`src/rtl/single_precision_add_sub_mul_div_unit_macros.svh`:
```
// Assertion macros shared by the single-precision arithmetic unit.
`ifndef SINGLE_PRECISION_ADD_SUB_MUL_DIV_UNIT_MACROS_SVH
`define SINGLE_PRECISION_ADD_SUB_MUL_DIV_UNIT_MACROS_SVH

// Check that a condition holds in the same cycle as its trigger.
`define SPASMD_ASSERT_NOW(label, clk_s, rst_s, ante, cons) \
    label: assert property (@(posedge clk_s) disable iff (!rst_s) (ante) |-> (cons)) \
        else $error("spasmd: same-cycle check failed");

// Check that a condition holds in the cycle after its trigger.
`define SPASMD_ASSERT_NEXT(label, clk_s, rst_s, ante, cons) \
    label: assert property (@(posedge clk_s) disable iff (!rst_s) (ante) |=> (cons)) \
        else $error("spasmd: next-cycle check failed");

`endif

```
`src/rtl/spasmd_pkg.sv`:
```
// Types and constants shared by the single-precision arithmetic unit.
`default_nettype none
package spasmd_pkg;

    typedef enum logic [1:0] {
        KIND_ADD = 2'd0,
        KIND_SUB = 2'd1,
        KIND_MUL = 2'd2,
        KIND_DIV = 2'd3
    } kind_t;

    localparam int NumCells = 32;

    localparam logic [10:0] ExpBias = 11'd127;

    // One transaction in flight through the cell chain
    typedef struct packed {
        kind_t              op;
        logic               sign;
        logic signed [10:0] expo;
        logic               zero;
        logic [47:0]        acc;
        logic [24:0]        rem;
        logic [23:0]        dvs;
    } item_t;

endpackage
`default_nettype wire

```
`src/rtl/spasmd_cell.sv`:
```
// One chain cell: a restoring divide step or a one-bit normalizing left shift.
`default_nettype none
`include "single_precision_add_sub_mul_div_unit_macros.svh"
module spasmd_cell (
    input  wire logic               clk,
    input  wire logic               rst_n,
    input  wire logic               prev_valid,
    input  wire spasmd_pkg::item_t  prev_item,
    input  wire logic               next_free,
    output logic                    valid,
    output spasmd_pkg::item_t       item,
    output logic                    free
);
    import spasmd_pkg::*;

    logic        valid_reg;
    item_t       item_reg;
    item_t       item_next;
    logic        qbit;
    logic [24:0] rdiff;

    assign free  = !valid_reg || next_free;
    assign valid = valid_reg;
    assign item  = item_reg;

    // Resolve one quotient bit or one normalization shift
    always_comb
    begin
        item_next = prev_item;
        qbit      = (prev_item.rem >= {1'b0, prev_item.dvs});
        rdiff     = qbit ? (prev_item.rem - {1'b0, prev_item.dvs}) : prev_item.rem;
        unique case (prev_item.op)
            KIND_DIV:
            begin
                item_next.rem = {rdiff[23:0], 1'b0};
                item_next.acc = {prev_item.acc[46:0], qbit};
            end
            KIND_ADD, KIND_SUB:
            begin
                if (!prev_item.zero && !prev_item.acc[30])
                begin
                    item_next.acc  = {prev_item.acc[46:0], 1'b0};
                    item_next.expo = prev_item.expo - 11'sd1;
                end
            end
            default:
            begin
            end
        endcase
    end

    // Hold while the next cell is full, else advance
    always_ff @(posedge clk or negedge rst_n)
    begin
        if (!rst_n)
        begin
            valid_reg <= 1'b0;
        end
        else if (free)
        begin
            valid_reg <= prev_valid;
        end
    end

    always_ff @(posedge clk)
    begin
        if (free && prev_valid)
        begin
            item_reg <= item_next;
        end
    end

    `SPASMD_ASSERT_NOW(a_div_rem_bound, clk, rst_n,
        valid_reg && item_reg.op == KIND_DIV,
        item_reg.rem < {item_reg.dvs, 1'b0})
    `SPASMD_ASSERT_NOW(a_add_norm_range, clk, rst_n,
        valid_reg && (item_reg.op == KIND_ADD || item_reg.op == KIND_SUB) && !item_reg.zero,
        !item_reg.acc[31] && item_reg.acc[30:0] != 31'd0)
    `SPASMD_ASSERT_NEXT(a_hold_when_blocked, clk, rst_n,
        valid_reg && !next_free,
        valid_reg && $stable(item_reg))

endmodule
`default_nettype wire

```
`config.mk`:
```
export PLATFORM = sky130hd
export DESIGN_NAME = spasmd_cell
export DESIGN_NICKNAME = d
export VERILOG_FILES = /design/src/rtl/spasmd_pkg.sv /design/src/rtl/spasmd_cell.sv
export VERILOG_INCLUDE_DIRS = /design/src /design/src/rtl
export SDC_FILE = /design/constraint.sdc
export NUM_CORES = 1
export LEC_CHECK = 0
export BUFFER_PORTS_ARGS = -buffer_cell sky130_fd_sc_hd__buf_2
export CAP_MARGIN = 10
export CORE_MARGIN = 2
export CORE_UTILIZATION = 45
export CTS_BUF_LIST = sky130_fd_sc_hd__clkbuf_4 sky130_fd_sc_hd__clkbuf_8 sky130_fd_sc_hd__clkbuf_16
export DETAILED_ROUTE_END_ITERATION = 10
export PLACE_DENSITY_LB_ADDON = 0.25
export SYNTH_ARGS = -nofsm -noshare
export SYNTH_HDL_FRONTEND = slang
export SYNTH_SLANG_ARGS = --single-unit
```
`constraint.sdc`:
```
create_clock -name clk -period 4.5 [get_ports clk]
set_input_delay 1.125 -clock clk [delete_from_list [all_inputs] [get_ports clk]]
set_output_delay 1.125 -clock clk [all_outputs]
set_load 0.01 [all_outputs]
```
Word level (Yosys, flattened, before mapping) --
Index checks and enable logic that the tools add are counted.
Storage, ports and cells: bits in writable memories 0, register bits 113, input bits 116, memory bits (read-only) 0, memories 0, bits in latches 0
Cells by class: divide/modulo/power cells 0, bitwise gates (word level) 0, shifts and indexed selects 0, equal/unequal tests 2, multiply operators 0, order comparisons 1, muxes and demuxes 6, add/subtract/negate cells 2, reduce and logical (&&, ||, !) cells 8
Operators with widths (count):
- $pmux W48 S2 | 1
- $mux W48 | 1
- $ge A25 B24 Y1 | 1
- $mux W25 | 1
- $mux W24 | 1
- $sub A24 B24 Y24 | 1
- $mux W11 | 2
- $sub A11 B2 Y11 const B | 1
- $logic_not A1 Y1 | 3
- $eq A2 B1 Y1 const B | 1
- $eq A2 B2 Y1 const B | 1
- $logic_and A1 B1 Y1 | 2
- $logic_not A2 Y1 | 1
- $reduce_or A2 Y1 | 1
- $logic_or A1 B1 Y1 | 1

Longest topological paths before layout --
depth after elaboration 4, gate-level depth with buffers 12, depth with buffers taken out 12

Worst setup path before layout --
No wires, ideal clock.
kind input -> register, start in next_free, end reg item_reg, in the netlist item[0] (enable), stages 2, data required time 4.016 ns, path slack 0.091 ns, arrival time 3.925 ns, path through nand2b_1 > and2_1
Between the ends: longest elaborated chain between the ends 2
RTL lines:
- start: declaration | RTL line spasmd_cell.sv:9 | input wire logic next_free,
- $logic_or A1 B1 Y1 | RTL line spasmd_cell.sv:22 | assign free = !valid_reg || next_free;
- $logic_and A1 B1 Y1 | RTL line spasmd_cell.sv:67 | if (free && prev_valid)
- end signal: assignment | RTL line spasmd_cell.sv:69 | item_reg <= item_next;
- end: declaration | RTL line spasmd_cell.sv:17 | item_t item_reg;
Every way passes these cells. A chain may end at the register's enable or synchronous reset.

==> impl_metrics.env <==
export IMPL_area_growth_pct=31.4
export IMPL_die_w_um=120
export IMPL_setup_slack_ns=1.14
export IMPL_antenna_left=0
export IMPL_ys_seq_elements=113
export IMPL_worstReg2RegStart="valid"
export IMPL_rows=42
export IMPL_status="finished clean"
export IMPL_power_density_nw_per_um2=396
export IMPL_cts_buffer_depth=2
export IMPL_cts_tree="done"
export IMPL_post_place_ws_ns=0.705
export IMPL_dr_pass1_iters=4
export IMPL_port_buffers=229
export IMPL_numClockSinks=113
export IMPL_die_area_um2=14300
export IMPL_final_cell_area_um2=7910
export IMPL_cts_made_buffers=17
export IMPL_slew_headroom=0.510
export IMPL_diodes=0
export IMPL_path_clk_slew_ns=0.05
export IMPL_syn_avg_cell_area_um2=12.3
export IMPL_worstHoldPathType="in -> async"
export IMPL_grt_pass1_vias=4763
export IMPL_grt_usage=0.211
export IMPL_worstPathMaxFanout=20
export IMPL_p_leak_nw=3.42
export IMPL_start_util=0.458
export IMPL_synthArstFlopShare=0.00885
export IMPL_hpwl_um=11200
export IMPL_worstMarginPinSlew_ns=0.734
export IMPL_layout_commonest_cell="buf_2"
export IMPL_drive_above_1_share=0.442
export IMPL_register_area_um2=3390
export IMPL_ioPinCount=230
export IMPL_fin_crit_sh=0.746
export IMPL_arrival_ns=3.61
export IMPL_grt_start_max_net_pins=84
export IMPL_largest_reg_flops=112
export IMPL_worst_setup_path_type="in -> reg"
export IMPL_cts_root_buf="clkbuf_16"
export IMPL_required_ns=4.76
export IMPL_die_y_um=120
export IMPL_peakVddDrop_mv=0.174
export IMPL_synth_ff_type="edfxtp_1"
export IMPL_post_drt_wl_per_cell_um=16.4
export IMPL_cts_hold_buf=0
export IMPL_cts_setup_buffers=0
export IMPL_synthCells=489
export IMPL_via_count=4732
export IMPL_grt_pass1_wl_um=23300
export IMPL_finalCriticalPeriod_ns=3.36
export IMPL_yosysWarnings=0
export IMPL_mostFrequentLayoutCells="buf_2 (229), edfxtp_1 (112), nand2_1 (47)"
export IMPL_rsz0062_at_grt="false"
export IMPL_viasPerCell=5.17
export IMPL_grt_overflow=0
export IMPL_drc=0
export IMPL_syn_cell_area_um2=6020
export IMPL_setup_viol=0
export IMPL_gp_congestion=0.899
export IMPL_multi_input_area_um2=2400
export IMPL_wirelength_um=15000
export IMPL_core_um2=13100
export IMPL_max_clock_freq_ghz=0.298
export IMPL_maxCapViolCount=0
export IMPL_setup_worst_path_end_class="flip-flop"
export IMPL_synth_edf_count=112
export IMPL_startpoint_type="primary input"
export IMPL_crit_path_start="prev_item[3]"
export IMPL_nFillCells=1106
export IMPL_post_cts_resized=0
export IMPL_yosys_cell_types_count=52
export IMPL_skew_ns=0.00462
export IMPL_layout_nets=868
export IMPL_drt_iter0_markers=268
export IMPL_yosysSeqAreaShare=0.563
export IMPL_dpl_cell_area_um2=7320
export IMPL_synth_nets=631
export IMPL_grt_antenna_before_repair=1
export IMPL_slew_viol_final=0
export IMPL_htreeDepth=4
export IMPL_hold_violations=0
export IMPL_clock_latency_ns=0.41
export IMPL_fin_setup_tns_ns=0
[synthesized netlist by cell type, types with 2 or more instances]
library cell  count  share of area
a31oi_1          17          0.018
o211ai_2          3         0.0062
xor2_1           15          0.022
edfxtp_1        112           0.56
nor2b_1           4         0.0042
clkbuf_1          7         0.0044
and2_1            3         0.0031
nand2_1          47          0.029
o41ai_1           2         0.0029
nor3_1            7         0.0058
inv_1            31          0.019
buf_2             5         0.0042
nand2b_1          5         0.0052
xnor2_1          14          0.020
o21ai_0          16          0.013
o21a_1            8          0.010
nand4_1           6         0.0062
ha_1             25          0.052
buf_12            2         0.0067
a21oi_1          29          0.024
nor4_1            2         0.0021
or3_1             6         0.0062
mux2_2           45          0.084
nand3_1           8         0.0067
a21o_1            8          0.010
nor2_1           33          0.021
a21oi_2           2         0.0029
a211o_1           3         0.0044
[layer usage]
layer | routed length [µm] | part of all wire | track usage | up-vias
met5 | 13 | 0.00087 | 0 | -
met4 | 563 | 0.038 | 0.106 | 2
met3 | 1080 | 0.072 | 0.0670 | 41
met2 | 7000 | 0.47 | 0.345 | 190
met1 | 6330 | 0.42 | 0.252 | 2194
li1 | - | - | - | 2305
[power breakdown]
group,internal (W),switching [W],leakage (nW),total (W)
clock network,0.000818,0.000497,0.273,0.00132
registers,0.00125,0.0000157,1.08,0.00126
logic,0.000237,0.000315,2.07,0.000551
[final cells by class]
cell class | instances | share of cell area
clock buffer | 17 | 0.0538
clock inverter | 15 | 0.0206
inverter | 31 | 0.0147
multi-input combinational | 329 | 0.304
sequential | 113 | 0.428
tap | 176 | 0.0278
timing repair buffer | 234 | 0.151
[cell families after synthesis]
logic type      Yosys count  synth area share
mux                      46            0.0858
flops                   113             0.563
xor+xnor                 29            0.0422
fa+ha+maj                26            0.0553
simple gates            126            0.0964
buf+inv                  47            0.0382
compound gates          102             0.119
[critical path, cell delays in order]
cell	delay, ns
buf_2	0.10
inv_1	0.04
ha_1	0.36
a21o_1	0.22
a21oi_2	0.17
nand4_1	0.16
nand3_1	0.21
a31oi_4	0.13
o21a_4	0.24
inv_1	0.53
nand2_1	0.12
a31oi_1	0.19
[worst paths after layout]
path	to	slack (ns)	cells after the start
max	item[27]	1.14	12
min	valid	0.47	1
max reg2reg	item[73]	2.75	3
min reg2reg	valid	0.53	2
max in group asynchronous	valid	3.94	1
min in group clk	valid	0.53	2
[metrics by stage]
step	total power [W]	util	instances	hold WS [ns]
after global routing	0.00326	0.602	915	0.456
after detailed placement	0.00184	0.558	883	0.523
after CTS	0.00316	0.602	915	0.454
final	0.00313	0.602	915	0.474
after global placement	0.00183	0.558	883	0.509
after floorplan	0.00165	-	489	0.622
Power figures use the tool's default switching activity.
