$ cat config.mk
export PLATFORM = sky130hd
export DESIGN_NAME = spasmd_front
export DESIGN_NICKNAME = d
export VERILOG_FILES = /design/src/rtl/single_precision_add_sub_mul_div_unit_macros.svh /design/src/rtl/spasmd_pkg.sv /design/src/rtl/spasmd_front.sv
export SDC_FILE = /design/constraint.sdc
export NUM_CORES = 2
export LEC_CHECK = 0
export BUFFER_PORTS_ARGS = -buffer_cell sky130_fd_sc_hd__clkbuf_2
export CORE_MARGIN = 5
export CORE_UTILIZATION = 40
export DETAILED_ROUTE_END_ITERATION = 7
export GPL_TIMING_DRIVEN = 0
export REMOVE_ABC_BUFFERS = 1
export SLEW_MARGIN = 0
export SYNTH_ARGS = -nofsm -noshare
export SYNTH_HDL_FRONTEND = slang
export SYNTH_SLANG_ARGS = --single-unit
$ cat constraint.sdc
create_clock -name clk -period 4.4 [get_ports clk]
set_input_delay 0.22 -clock clk [delete_from_list [all_inputs] [get_ports clk]]
set_output_delay 0.22 -clock clk [all_outputs]
set_load 0.01 [all_outputs]
$ cat src/rtl/single_precision_add_sub_mul_div_unit_macros.svh
// Assertion macros shared by the single-precision arithmetic unit.
`ifndef SINGLE_PRECISION_ADD_SUB_MUL_DIV_UNIT_MACROS_SVH
`define SINGLE_PRECISION_ADD_SUB_MUL_DIV_UNIT_MACROS_SVH

// Check that a condition holds in the same cycle as its trigger.
`define SPASMD_ASSERT_NOW(label, clk_s, rst_s, ante, cons) \
    label: assert property (@(posedge clk_s) disable iff (!rst_s) (ante) |-> (cons)) \
        else $error("spasmd: same-cycle check failed");

// Check that a condition holds in the cycle after its trigger.
`define SPASMD_ASSERT_NEXT(label, clk_s, rst_s, ante, cons) \
    label: assert property (@(posedge clk_s) disable iff (!rst_s) (ante) |=> (cons)) \
        else $error("spasmd: next-cycle check failed");

`endif

$ cat src/rtl/spasmd_pkg.sv
// Types and constants shared by the single-precision arithmetic unit.
`default_nettype none
package spasmd_pkg;

    typedef enum logic [1:0] {
        KIND_ADD = 2'd0,
        KIND_SUB = 2'd1,
        KIND_MUL = 2'd2,
        KIND_DIV = 2'd3
    } kind_t;

    localparam int NumCells = 32;

    localparam logic [10:0] ExpBias = 11'd127;

    // One transaction in flight through the cell chain
    typedef struct packed {
        kind_t              op;
        logic               sign;
        logic signed [10:0] expo;
        logic               zero;
        logic [47:0]        acc;
        logic [24:0]        rem;
        logic [23:0]        dvs;
    } item_t;

endpackage
`default_nettype wire

$ cat src/rtl/spasmd_front.sv
// Entry stage: operand decode, add alignment, significand multiply, divide setup.
`default_nettype none
module spasmd_front (
    input  wire logic               clk,
    input  wire logic               rst_n,
    input  wire logic               in_valid,
    input  wire logic [1:0]         kind,
    input  wire logic [31:0]        operand_a,
    input  wire logic [31:0]        operand_b,
    input  wire logic               next_free,
    output logic                    valid,
    output spasmd_pkg::item_t       item,
    output logic                    free
);
    import spasmd_pkg::*;

    logic        valid_reg;
    item_t       item_reg;
    item_t       item_next;
    kind_t       op;
    logic [31:0] b_eff;
    logic        swap;
    logic [31:0] x_op;
    logic [31:0] y_op;
    logic [7:0]  dexp;
    logic [30:0] ma_al;
    logic [30:0] mb_al;
    logic [30:0] mb_sh;
    logic [31:0] fsum;
    logic [23:0] ma;
    logic [23:0] mb;

    assign op    = kind_t'(kind);
    assign free  = !valid_reg || next_free;
    assign valid = valid_reg;
    assign item  = item_reg;

    // Align the smaller magnitude and add or subtract
    always_comb
    begin
        b_eff = (op == KIND_SUB) ? (operand_b ^ 32'h8000_0000) : operand_b;
        swap  = operand_a[30:0] < b_eff[30:0];
        x_op  = swap ? b_eff : operand_a;
        y_op  = swap ? operand_a : b_eff;
        dexp  = x_op[30:23] - y_op[30:23];
        ma_al = {1'b1, x_op[22:0], 7'b0};
        mb_al = {1'b1, y_op[22:0], 7'b0};
        mb_sh = (dexp >= 8'd31) ? 31'd0 : (mb_al >> dexp);
        if (x_op[31] == y_op[31])
        begin
            fsum = {1'b0, ma_al} + {1'b0, mb_sh};
        end
        else
        begin
            fsum = {1'b0, ma_al} - {1'b0, mb_sh};
        end
    end

    // Build the transaction for the chain
    always_comb
    begin
        ma        = {1'b1, operand_a[22:0]};
        mb        = {1'b1, operand_b[22:0]};
        item_next = '0;
        item_next.op = op;
        unique case (op)
            KIND_ADD, KIND_SUB:
            begin
                item_next.sign = x_op[31];
                item_next.zero = (fsum == 32'd0);
                if (fsum == 32'd0)
                begin
                    item_next.expo = 11'sd0;
                    item_next.acc  = 48'd0;
                end
                else if (fsum[31])
                begin
                    item_next.expo = $signed({3'b0, x_op[30:23]}) + 11'sd1;
                    item_next.acc  = {16'b0, 1'b0, fsum[31:1]};
                end
                else
                begin
                    item_next.expo = $signed({3'b0, x_op[30:23]});
                    item_next.acc  = {16'b0, fsum};
                end
            end
            KIND_MUL:
            begin
                item_next.sign = operand_a[31] ^ operand_b[31];
                item_next.expo = $signed({3'b0, operand_a[30:23]} + {3'b0, operand_b[30:23]}
                                 - ExpBias);
                item_next.acc  = ma * mb;
            end
            KIND_DIV:
            begin
                item_next.sign = operand_a[31] ^ operand_b[31];
                item_next.expo = $signed({3'b0, operand_a[30:23]} - {3'b0, operand_b[30:23]}
                                 + ExpBias);
                item_next.rem  = {1'b0, ma};
                item_next.dvs  = mb;
            end
            default:
            begin
            end
        endcase
    end

    // Advance when the first cell has room
    always_ff @(posedge clk or negedge rst_n)
    begin
        if (!rst_n)
        begin
            valid_reg <= 1'b0;
        end
        else if (free)
        begin
            valid_reg <= in_valid;
        end
    end

    always_ff @(posedge clk)
    begin
        if (free && in_valid)
        begin
            item_reg <= item_next;
        end
    end

endmodule
`default_nettype wire

Word-level counts from Yosys, hierarchy flattened
Index checks and enable logic that the tools add are counted.
W data, S select, Z words.
{"block": "op_classes", "order_cmp": 2, "bitwise_logic": 2, "n_mul": 1, "n_eq_ne": 4, "shift": 1, "n_reduce_logical": 6, "n_div": 0, "add_sub_neg": 8, "muxes": 12}
{"cell": "$mux W32", "n": 4}
{"cell": "$pmux W48 S2", "n": 1}
{"cell": "$mux W31", "n": 3}
{"cell": "$mul A24 B24 Y48", "n": 1}
{"cell": "$mux W48", "n": 1}
{"cell": "$pmux W12 S3", "n": 1}
{"cell": "$add A31 B31 Y32", "n": 1}
{"cell": "$logic_not A32 Y1", "n": 1}
{"cell": "$sub A31 B31 Y32", "n": 1}
{"cell": "$lt A31 B31 Y1", "n": 1}
{"cell": "$shr A31 B8 Y31", "n": 1}
{"cell": "$mux W11", "n": 1}
{"cell": "$add A9 B8 Y10 const B", "n": 1}
{"cell": "$sub A9 B7 Y10 const B", "n": 1}
{"cell": "$add A8 B1 Y9 const B", "n": 1}
{"cell": "$add A8 B8 Y9", "n": 1}
{"cell": "$mux W9", "n": 1}
{"cell": "$sub A8 B8 Y9", "n": 1}
{"cell": "$ge A8 B5 Y1 const B", "n": 1}
{"cell": "$sub A8 B8 Y8", "n": 1}
{"cell": "$eq A2 B2 Y1 const B", "n": 2}
{"cell": "$eq A2 B1 Y1 const B", "n": 1}
{"cell": "$logic_not A2 Y1", "n": 1}
{"cell": "$reduce_or A2 Y1", "n": 1}
{"cell": "other kinds (6)", "n": 6}
{"block": "totals", "mem_bits_rw": 0, "romBits": 0, "memories": 0, "reg_bits": 113, "output_inout_bits": 114, "latch_bits": 0}

Depth between registers and ports, before layout
{"block": "depth", "depth_word": 12, "mapped_depth": 49}

Worst setup path before layout
Ideal clock, no wire load.
{"block": "synth_path", "kind": "in2reg", "startpoint": "input port operand_a[23]", "endpoint": "register item_reg (netlist bit item[98]), data pin", "t_arrival_ps": 8843, "path_buffers": 8, "cell_stages": 43, "slack_ps": -4721, "setup_ps": 278, "cell_sequence": "inv_1 -> ha_1 -> buf_2 -> nand4b_1 -> nor4_2 -> nand4_1 -> o22a_1 -> nand2_2 -> buf_2 -> buf_2 -> buf_1 -> clkbuf_1 -> o21a_1 -> ha_1 -> buf_1 -> clkbuf_1 -> clkbuf_1 -> nand2_1 -> (+7 left out) -> o21bai_1 -> a21oi_1 -> o21ai_0 -> a21oi_1 -> nor2_1 -> o21a_1 -> o41ai_1 -> o211ai_1 -> a31o_2 -> o31ai_1 -> nand2_1 -> or3_1 -> a21oi_1 -> a31oi_1 -> xor2_1 -> or2_2 -> nor4_4 -> o22ai_1"}
{"element": "from (decl)", "line_no": "spasmd_front.sv:8", "source": "input wire logic [31:0] operand_a,"}
{"element": "to (signal assigned)", "line_no": "spasmd_front.sv:125", "source": "item_reg <= item_next;"}
{"element": "to (decl)", "line_no": "spasmd_front.sv:18", "source": "item_t item_reg;"}

==> results by group <==
Timing
  • Count of final hold-check violations: 0
  • Clock Skew: 0.00926 ns
  • Worst Slack Setup Final: -3.63 ns
  • Unrepaired setup endpoints after global routing: yes
  • Fmax: 124 MHz
  • Max transition margin: 17.1%
  • TNS Setup: -176.09 ns
  • Tmin final: 8.03 ns
  • Slew @ Worst Pin: 1.24 ns
  • Slew Viols, Final: 0
  • Final worst path period share: 183%
  • Final setup fails: 58

Setup path
  • FF-to-FF setup slack: 2.49 ns
  • Critical R2R Capture: item[80]
  • CP delay by family, top: compound AO/OA/AOI/OAI gates
  • Setup CP Type: in2reg
  • Type of origin of the critical path: input pin
  • Crit. End Element: flip-flop
  • Critical path startpoint: operand_a[26]
  • WP depth: 43
  • WP buf/inv: 10
  • Max FO, Critical Path: 8
  • Reg2reg path depth: 3
  • Worst R2R Start: valid
  • CP max stage delay: 0.54 ns
  • Required time of the worst setup path: 4.54 ns
  • CP endpoint: item[100]
  • Worst Path Arrival: 8.18 ns
  • Highest-delay cell along the critical path: mux4_2

Clock network
  • CTS buffer count: 9
  • Worst skew pair latency: 0.41 ns
  • Reg clk slew, reported paths: 0.08 ns
  • H-tree depth: 3
  • CTS tree: yes
  • Max Root-Sink Buffers: 2
  • Clock sink count: 110
  • Root Buffer: clkbuf_16

Route
  • Vias per cell: 5.63
  • Vias: 26200
  • DRC viols: 0
  • WL/cell: 23.4 um
  • Antenna-violating nets left: 0
  • WL final: 109000 um
  • Initial DRC count: 2084
  • Pre-antenna DRT Iters: 5

Place
  • Routability cong.: 0.947
  • PortBufs: 182
  • Post-DP HPWL: 69600 um

Min path
  • Worst min path class: in2reg

Flow run
  • Max_cap viols: 0

Final layout
  • Share of cells above drive strength 1: 18.9%
  • Commonest non-fill, non-tap cells in the layout: inv_1 (620), fa_1 (484), nand2_1 (426)
  • Most common cell after layout, fill and taps aside: inv_1
  • Max reg flops: 109
  • Fillers: 7182
  • FF+latch area: 3300 um2
  • Multi-input logic area: 25400 um2
  • # nets final: 4524
  • Layout area overhead: 20.7%

Run status
  • Run status: finished with violations
  • Failing checks: negative setup slack

Floorplanning
  • Starting Density: 40.1%
  • I/O pin count: 184
  • Die Y: 285 um
  • Die Area: 81400 um2
  • Core Area: 75600 um2
  • Die Span X: 285 um
  • Row count: 101

Yosys
  • Yosys warnings: 0
  • Sequential-to-total area share from yosys stat: 10.9%
  • Gate Count Post-Synth: 3472
  • Primary FF master, synth: edfxtp_1
  • Async SR Flop Fraction: 0.909%
  • Synthesized cell area: 30300 um2
  • Number of flops mapped to enable cells by yosys: 109
  • #FFs+latches synth: 110
  • Cell variety after synth: 88
  • Syn avg cell area: 8.73 um2

GRT
  • Largest net degree at the start of global routing: 75
  • Initial antenna violation count: 4
  • Vias in the first global route: 27400
  • Tot GR Track Use: 26.6%
  • First-pass GRT wire length: 166000 um
  • Total congestion overflow: 0
-- stage by stage --
stage,setup WS [ns],instances,hold WS (ns),area [um2],util [%]
floorplan,-7.53,3285,-0.0756,29600,-
global placement,-12.93,4445,-0.00432,31700,41.9
detailed placement,-8.57,4454,-0.000192,31900,42.2
CTS,-3.77,4624,0.0150,35700,47.3
global route,-3.89,4660,0.0343,36600,48.4
finish,-3.63,4661,0.0312,36600,48.4
-- how the worst min path moves through the flow --
stage                   from  slack, ns  cells past startpoint    end
finish              in_valid       0.03                      2  valid
CTS                 in_valid       0.01                      2  valid
global placement       rst_n     -0.004                      1  valid
global route        in_valid       0.03                      2  valid
floorplan              rst_n      -0.08                      0  valid
detailed placement     rst_n    -0.0002                      1  valid
-- synthesized netlist by cell type (5+ instances only) --
master / count / share of area, %
or2_2: 10 / 0.21
mux2_2: 10 / 0.37
nor4_1: 9 / 0.19
o21a_1: 9 / 0.22
o22ai_1: 12 / 0.25
o211ai_1: 25 / 0.62
nand3_1: 45 / 0.74
nor2_1: 183 / 2.3
inv_1: 647 / 8.0
o21bai_1: 14 / 0.35
o32ai_1: 19 / 0.55
a211o_1: 5 / 0.14
edfxtp_1: 109 / 11
ha_1: 291 / 12
nor3_1: 37 / 0.61
or4_1: 6 / 0.15
a31oi_1: 16 / 0.33
xnor2_1: 59 / 1.7
fa_1: 485 / 32
a21oi_1: 153 / 2.5
and3_1: 36 / 0.74
buf_2: 16 / 0.26
mux2i_1: 41 / 1.4
or3_1: 19 / 0.39
nand2_1: 435 / 5.4
and2_1: 212 / 4.4
o41ai_1: 10 / 0.29
a211oi_1: 15 / 0.37
o31ai_1: 17 / 0.42
xor2_1: 28 / 0.81
clkbuf_1: 156 / 1.9
nand2b_1: 27 / 0.56
buf_1: 10 / 0.12
a21o_1: 35 / 0.87
o21ai_0: 98 / 1.6
nand4_1: 18 / 0.37
nand4b_1: 5 / 0.14
nor2b_1: 21 / 0.43
mux4_2: 33 / 2.5
-- worst register-to-register path, cell delays in order, from the launching register on --
cell and delay, ns:
dfrtp_1 0.39, nand2b_1 0.11, and2_4 0.62, buf_16 0.36
-- kinds of logic after synthesis --
kind of cell | Yosys count | synth area share [%]
XOR/XNOR | 87 | 2.51
buffers and inverters | 836 | 10.5
multiplexers | 84 | 4.18
AO/OA/AOI/OAI | 491 | 10.5
flip-flops | 110 | 10.9
other | 1 | 0.0124
adder cells (fa/ha/maj) | 776 | 44.1
AND/OR/NAND/NOR | 1087 | 17.3
-- metal layers --
layer,part of all wire [%],wire [um],GRT usage (%),up-vias
met3,7.6,8350,4.34,251
li1,-,-,-,11500
met1,41,45200,35.4,13300
met4,4.8,5270,10.6,6
met5,0.038,41,0,-
met2,46,50300,43.6,1158
-- timing repair --
action	4_1_cts	5_1_grt
endpoints found under the setup margin	58	58
cloned	37	3
endpoints found under the hold margin	1	0
resized for setup	390	120
buffers inserted	117	37
pin swaps	118	92
hold buffers	1	0
-- final cells by class --
type,count,area share [%]
diodes,1,0.00684
flip-flops and latches,110,9.02
well taps,978,3.35
clock inverters,5,0.120
repair buffers,373,10.4
multi-input cells,2534,69.6
clock buffers,10,0.626
repair inverters,1,0.0205
inverters,649,6.85
Power is left out: the tool's default activity adds up to more than one toggle a clock period on the data nets, which glitch-free logic cannot reach.
