==> config.mk <==
export PLATFORM = sky130hd
export DESIGN_NAME = spasmd_back
export DESIGN_NICKNAME = d
export VERILOG_FILES = /design/src/rtl/single_precision_add_sub_mul_div_unit_macros.svh /design/src/rtl/spasmd_pkg.sv /design/src/rtl/spasmd_back.sv
export SDC_FILE = /design/constraint.sdc
export NUM_CORES = 1
export LEC_CHECK = 0
export BUFFER_PORTS_ARGS = -buffer_cell sky130_fd_sc_hd__clkbuf_2
export CORE_UTILIZATION = 43
export CTS_CLUSTER_DIAMETER = 200
export CTS_CLUSTER_SIZE = 20
export DETAILED_ROUTE_END_ITERATION = 6
export PLACE_DENSITY = 0.74
export REMOVE_ABC_BUFFERS = 1
export SYNTH_ARGS = -nofsm -noshare
export SYNTH_HDL_FRONTEND = slang
export SYNTH_SLANG_ARGS = --single-unit
==> constraint.sdc <==
create_clock -name clk -period 2.9 [get_ports clk]
set_clock_uncertainty 0.2 [all_clocks]
set_input_delay 0.145 -clock clk [delete_from_list [all_inputs] [get_ports clk]]
set_output_delay 0.145 -clock clk [all_outputs]
set_load 0.03 [all_outputs]
==> src/rtl/single_precision_add_sub_mul_div_unit_macros.svh <==
// Assertion macros shared by the single-precision arithmetic unit.
`ifndef SINGLE_PRECISION_ADD_SUB_MUL_DIV_UNIT_MACROS_SVH
`define SINGLE_PRECISION_ADD_SUB_MUL_DIV_UNIT_MACROS_SVH

// Check that a condition holds in the same cycle as its trigger.
`define SPASMD_ASSERT_NOW(label, clk_s, rst_s, ante, cons) \
    label: assert property (@(posedge clk_s) disable iff (!rst_s) (ante) |-> (cons)) \
        else $error("spasmd: same-cycle check failed");

// Check that a condition holds in the cycle after its trigger.
`define SPASMD_ASSERT_NEXT(label, clk_s, rst_s, ante, cons) \
    label: assert property (@(posedge clk_s) disable iff (!rst_s) (ante) |=> (cons)) \
        else $error("spasmd: next-cycle check failed");

`endif

==> src/rtl/spasmd_pkg.sv <==
// Types and constants shared by the single-precision arithmetic unit.
`default_nettype none
package spasmd_pkg;

    typedef enum logic [1:0] {
        KIND_ADD = 2'd0,
        KIND_SUB = 2'd1,
        KIND_MUL = 2'd2,
        KIND_DIV = 2'd3
    } kind_t;

    localparam int NumCells = 32;

    localparam logic [10:0] ExpBias = 11'd127;

    // One transaction in flight through the cell chain
    typedef struct packed {
        kind_t              op;
        logic               sign;
        logic signed [10:0] expo;
        logic               zero;
        logic [47:0]        acc;
        logic [24:0]        rem;
        logic [23:0]        dvs;
    } item_t;

endpackage
`default_nettype wire

==> src/rtl/spasmd_back.sv <==
// Exit stage: rounding, final normalization, packing and the output register.
`default_nettype none
module spasmd_back (
    input  wire logic               clk,
    input  wire logic               rst_n,
    input  wire logic               prev_valid,
    input  wire spasmd_pkg::item_t  prev_item,
    input  wire logic               out_stall,
    output logic                    out_valid,
    output logic [31:0]             result_word,
    output logic                    range_error,
    output logic                    free
);
    import spasmd_pkg::*;

    logic               valid_reg;
    logic [31:0]        word_reg;
    logic               flag_reg;
    logic [31:0]        word_next;
    logic               flag_next;
    logic signed [10:0] e_fin;
    logic [22:0]        frac;
    logic [31:0]        f_add;
    logic [31:0]        q_div;
    logic               hi;
    logic               carry;
    logic [48:0]        p_rnd;

    assign free        = !valid_reg || !out_stall;
    assign out_valid   = valid_reg;
    assign result_word = word_reg;
    assign range_error = flag_reg;

    // Round and pack per operation
    always_comb
    begin
        f_add = prev_item.acc[31:0] + {25'b0, prev_item.acc[6], 6'b0};
        q_div = prev_item.acc[31:0];
        hi    = prev_item.acc[47];
        p_rnd = hi ? ({1'b0, prev_item.acc} + {25'b0, prev_item.acc[23], 23'b0})
                   : ({1'b0, prev_item.acc} + {26'b0, prev_item.acc[22], 22'b0});
        carry = hi ? p_rnd[48] : p_rnd[47];
        e_fin = prev_item.expo;
        frac  = '0;
        unique case (prev_item.op)
            KIND_ADD, KIND_SUB:
            begin
                if (f_add[31])
                begin
                    frac  = f_add[30:8];
                    e_fin = prev_item.expo + 11'sd1;
                end
                else
                begin
                    frac = f_add[29:7];
                end
            end
            KIND_MUL:
            begin
                e_fin = prev_item.expo + $signed({10'b0, hi}) + $signed({10'b0, carry});
                priority if (hi && carry)
                begin
                    frac = p_rnd[47:25];
                end
                else if (hi || carry)
                begin
                    frac = p_rnd[46:24];
                end
                else
                begin
                    frac = p_rnd[45:23];
                end
            end
            KIND_DIV:
            begin
                if (q_div[31])
                begin
                    frac = q_div[30:8];
                end
                else
                begin
                    frac  = q_div[29:7];
                    e_fin = prev_item.expo - 11'sd1;
                end
            end
            default:
            begin
            end
        endcase
        word_next = {prev_item.sign, e_fin[7:0], frac};
        flag_next = (e_fin[10:8] != 3'b000);
    end

    // Load the output register when the consumer has taken the last transaction
    always_ff @(posedge clk or negedge rst_n)
    begin
        if (!rst_n)
        begin
            valid_reg <= 1'b0;
        end
        else if (free)
        begin
            valid_reg <= prev_valid;
        end
    end

    always_ff @(posedge clk)
    begin
        if (free && prev_valid)
        begin
            word_reg <= word_next;
            flag_reg <= flag_next;
        end
    end

endmodule
`default_nettype wire

# Word level (Yosys, flattened, before mapping)
# Index checks and enable logic that the tools add are counted.
[totals]
regBits = 34
out_inout_bits = 35
inputBits = 116
word_cells = 32
[classes]
n_addsub = 7
mux = 10
eq_ne = 3
n_reduce_logical = 9
[ops]
columns = ["operator", "count"]
rows = [
  ["$mux 23", 4],
  ["$pmux 23 s3", 1],
  ["$add 48x23->49", 1],
  ["$add 48x24->49", 1],
  ["$mux 49", 1],
  ["$pmux 11 s3", 1],
  ["$add 32x7->32", 1],
  ["$add 11x2->11", 2],
  ["$mux 11", 2],
  ["$add 11x2->11 const B", 1],
  ["$sub 11x2->11 const B", 1],
  ["$eq 2x2->1 const B", 2],
  ["$reduce_bool 3->1", 1],
  ["$eq 2x1->1 const B", 1],
  ["$logic_and 1x1->1", 2],
  ["$logic_not 1->1", 2],
  ["$logic_not 2->1", 1],
  ["$logic_or 1x1->1", 2],
  ["$reduce_or 2->1", 1],
  ["$mux 1", 1],
]

# Depth between registers and ports, before layout
[depth]
ltp_word = 7
depth_mapped = 14
mapped_depth_nobuf = 14

# Least setup slack after synthesis
# OpenSTA, ideal clock, no wires.
[synth_timing]
kind = "input to register"
from = "input port prev_item[81] (netlist name)"
to = "register flag_reg, in the netlist range_error (data pin)"
setup_slack_ns = -0.024
t_arrival_ns = 2.450
path_buffers = 2
required_time_ns = 2.426
setup_time_ns = 0.274
cell_stages = 13
cell_sequence = "buf_2 nand4_1 nor4_2 clkbuf_1 a31oi_1 nor3_1 fa_1 ha_1 nand3_1 nor2_1 a31oi_1 o211ai_1 o221ai_1"
[synth_via]
elab_chain_len = 6
elab_cells_between_ends = 7
cone_classes = "3 x add/sub; 3 x mux; 1 x reduce/logical"
[synth_lines]
columns = ["item", "line_no", "source"]
rows = [
  ["from (decl)", "spasmd_back.sv:7", "input wire spasmd_pkg::item_t prev_item,"],
  ["$add 48x23->49 or $add 48x24->49 (tied branches)", "spasmd_back.sv:41, spasmd_back.sv:40", ""],
  ["$mux 49 (*)", "spasmd_back.sv:40", "p_rnd = hi ? ({1'b0, prev_item.acc} + {25'b0, prev_item.acc[23], 23'b0})"],
  ["$mux 1 (*)", "spasmd_back.sv:42", "carry = hi ? p_rnd[48] : p_rnd[47];"],
  ["$add 11x2->11 (*)", "spasmd_back.sv:60", "e_fin = prev_item.expo + $signed({10'b0, hi}) + $signed({10'b0, carry});"],
  ["$pmux 11 s3 (*)", "spasmd_back.sv:45", "unique case (prev_item.op)"],
  ["$reduce_bool 3->1 (*)", "spasmd_back.sv:91", "flag_next = (e_fin[10:8] != 3'b000);"],
  ["named net flag_next", "spasmd_back.sv:20", "logic flag_next;"],
  ["to (signal assigned)", "spasmd_back.sv:112", "flag_reg <= flag_next;"],
  ["to (decl)", "spasmd_back.sv:18", "logic flag_reg;"],
]
# The timed path passes the listed nets; every way through them passes the cells marked *.
# A chain may end at the register's enable or synchronous reset.

# Final worst setup path
[layout_timing]
from = "input port prev_item[72] (netlist name)"
to = "register word_reg[16], in the netlist result_word[16] (data pin)"
[layout_via]
elab_chain_len = 7
elab_cells_between_ends = 12
cone_classes = "3 x add/sub; 7 x mux; 2 x reduce/logical"
[layout_lines]
columns = ["item", "line_no", "source"]
rows = [
  ["$add 48x23->49 or $add 48x24->49 (tied branches)", "spasmd_back.sv:41, spasmd_back.sv:40", ""],
  ["$mux 49", "spasmd_back.sv:40", ""],
  ["$mux 1", "spasmd_back.sv:42", ""],
  ["$logic_or 1x1->1", "spasmd_back.sv:65", "else if (hi || carry)"],
  ["$mux 23", "spasmd_back.sv:65", ""],
  ["$mux 23", "spasmd_back.sv:61", "priority if (hi && carry)"],
  ["$pmux 23 s3 (*)", "spasmd_back.sv:45", ""],
  ["named net frac[16]", "spasmd_back.sv:22", "logic [22:0] frac;"],
  ["to (signal assigned)", "spasmd_back.sv:111", "word_reg <= word_next;"],
  ["to (decl)", "spasmd_back.sv:17", "logic [31:0] word_reg;"],
]
# Marked as above.

==> out/results.tsv <==
stage	metric	value	unit
critical_path	startpoint types	primary input	
placement	HPWL after DPL	11900	um
critical_path	CP max FO	4	
synthesis	compound-gate portion of the synthesized area	25.0	%
clock_tree	Worst-Skew Late Latency	280	ps
synthesis	Distinct cells, synth	70	
clock_tree	Clock Path Buffers	2	
clock_tree	Worst-path clk slew	80	ps
worst_hold_path	worst hold path type	primary input to register	
synthesis	Primary FF master, synth	edfxtp_1	
sta	final-report hold violation count	0	
final_layout	FILL cells	1006	
clock_tree	CTS H-Tree Depth	2	
route	drc violations	0	
final_layout	NumNets Final	854	
die	Die Wd	106	um
critical_path	CP required	2690	ps
final_layout	n_diodes	0	
power	leakage power	2.28	nW
die	Floorplan Core Area	0.0104	sq mm
grt	first-pass GRT wire length	26000	um
power	Peak VDD IR	0.176	mV
route	routed vias/inst	6.26	
synthesis	Syn Area/Cell	7.59	sq um
route	Vias	5437	
grt	initial antenna violation count	0	
synthesis	largest family of logic cells by synthesized area	simple AND/OR/NAND/NOR gates	
placement	post-placement cell count	855	
final_layout	share of cells above drive strength 1	28.0	%
critical_path	CP Capture Type	register	
placement	# port buffers	94	
die	die height	106	um
synthesis	Syn Inst Count	610	
clock_tree	cts bufs inserted	5	
sta	Final Cycle Share	93.0	%
final_layout	Area Overhead vs Synth	22.8	%
route	Initial DRC Count	334	
synthesis	Seq/Total Area, Yosys	22.0	%
run_status	status	completed	
grt	largest net degree at the start of global routing	35	
clock_tree	Root Driver	clkbuf_8	
synthesis	Post-synth EDFFs	33	
synthesis	Post-Synth XOR/XNOR Area	7.00	%
clock_tree	clk sinks	34	
sta	Tightest Pin Transition	570	ps
route	TritonRoute pass-1 iters	5	
power	P per Cell Area	284	mW/mm^2
synthesis	Synth Area in Adders	2.05	%
placement	gpl congestion	0.934	
die	FP Rows	37	
critical_path	Crit Path Class	primary input to register	
synthesis	Simple-Gate Fraction of Synth Area	28.2	%
die	die area	0.0112	sq mm
die	Initial Utilization	44.6	%
route	Routed Antenna Nets	0	
die	IO Pins	151	
route	DR WL/cell	18.2	um
sta	max-slew violation count	0	
synthesis	Mapped Area	0.00463	sq mm
grt	GRT overflow	0	
final_layout	Finished Layout Cells	868	
synthesis	fraction of registers with async set/reset	2.94	%
clock_tree	CTS tree	done	
sta	final setup fails	0	
sta	fmax	0.371	GHz
route	final wirelength	15800	um
sta	Rel. slew slack	61.0	%
clock_tree	# Post-CTS Setup Buffers	0	
sta	Final min period	2700	ps
final_layout	final core area utilization	54.8	%
flow_run	Max Cap Viol	0	
critical_path	CP Data Arrival Time	2490	ps
synthesis	mux share of post-synthesis cell area	8.54	%
sta	RSZ-0062 raised after global routing	no	
grt	vias in the first global route	5209	
synthesis	Syn. warnings	0	
synthesis	register bit total from synthesis	34	
grt	GRT Total Usage	28.7	%
registers in the layout (all words and copies together), names as in the netlist:
| name | count |
|---|---|
| out_valid | 1 |
| result_word | 32 |
| range_error | 1 |
per-stage QoR:
step	area [sq um]	power (mW)	hold WS [ps]	setup slack, ps	TNS, ps
floorplan	4330	0.946	-351	-150	-866
global placement	5550	1.24	-280	-16.2	-16.2
detailed placement	5550	1.25	-278	-105	-170
CTS	5680	1.61	25.1	199	0
global route	5690	1.69	38.0	23.9	0
finish	5690	1.61	30.2	202	0
synth_stat cells, types with 8 or more instances:
library cell	number	area [sq um]
a21oi_1	45	225
a31oi_1	12	75.1
and3_1	11	68.8
buf_2	20	100
buf_4	9	67.6
clkbuf_1	27	101
edfxtp_1	33	991
inv_1	10	37.5
mux2_2	8	90.1
mux2i_1	29	290
nand2_1	59	221
nand3_1	30	150
nand4_1	14	87.6
nor2_1	60	225
nor3_1	20	100
o211ai_1	13	97.6
o21ai_0	31	155
o221ai_1	11	96.3
xnor2_1	17	149
xor2_1	15	131
path summary, 6_finish.rpt:
check                                from              end  slack (ps)  cells past startpoint
max                         prev_item[72]  result_word[16]         200                     11
min                        prev_item[104]  result_word[29]          30                      2
max reg2reg                     out_valid  result_word[23]        1310                      3
min reg2reg                     out_valid        out_valid         880                      3
max in group asynchronous           rst_n        out_valid        1900                      3
min in group asynchronous           rst_n        out_valid         500                      3
layer usage:
layer / share of wire (%) / routed length, um / track usage (%) / vias to the layer above
li1: - / - / - / 2549
met1: 42 / 6670 / 38.0 / 2527
met2: 46 / 7280 / 46.3 / 309
met3: 8.5 / 1350 / 4.95 / 52
met4: 3.3 / 519 / 11.1 / 0
met5: 0 / 0 / 0 / -
logic make-up (layout without fill, tap and decap cells):
group	count (synthesis)	after routing
compound gates	174	174
xor+xnor	34	34
fa+ha+maj	7	7
buf+inv	72	194
flops	34	34
mux	38	38
simple gates	251	251
where the power goes:
group	leakage, nW	switching, mW	internal [mW]
Combinational	1.91	0.411	0.249
Sequential	0.328	0.0101	0.588
Clock	0.0450	0.188	0.167
critical path: stages:
cell	delay, ps
clkbuf_2	160
ha_1	190
nand4_1	140
buf_4	180
nor4_2	330
and2_1	190
nor2_1	40
o21a_1	170
a2111oi_0	540
buf_4	200
o221ai_1	190
final cells by class:
cell class | instances | area [sq um] | area share, %
clock buffer | 6 | 72.6 | 1.28
clock inverter | 2 | 10.0 | 0.176
inverter | 11 | 41.3 | 0.726
multi-input combinational | 504 | 3280 | 57.8
sequential | 34 | 1020 | 17.9
tap | 136 | 170 | 2.99
timing repair buffer | 175 | 1090 | 19.2
what timing repair did:
action,CTS,global route
endpoints found under the setup margin,0,1
resized for setup,0,1
hold endpoints to repair,3,0
hold buffers,5,0
placed cells by master (no fill, tap or decap), types with 6 or more instances in the layout:
cell type	count
o21ai_0	31
nor4_1	7
nand2_1	59
and2_1	7
a31oi_1	12
nand4_1	14
a211o_1	7
and3_1	11
xor2_1	15
clkbuf_2	94
nand3_1	30
a221oi_1	7
o221ai_1	11
a21oi_1	44
or3_1	6
mux2i_1	29
o211ai_1	13
buf_4	76
mux2_2	8
nor2_1	60
nor3b_1	6
nor3_1	19
xnor2_1	17
ha_1	6
inv_1	10
edfxtp_1	33
(Power assumes the default switching activity.)
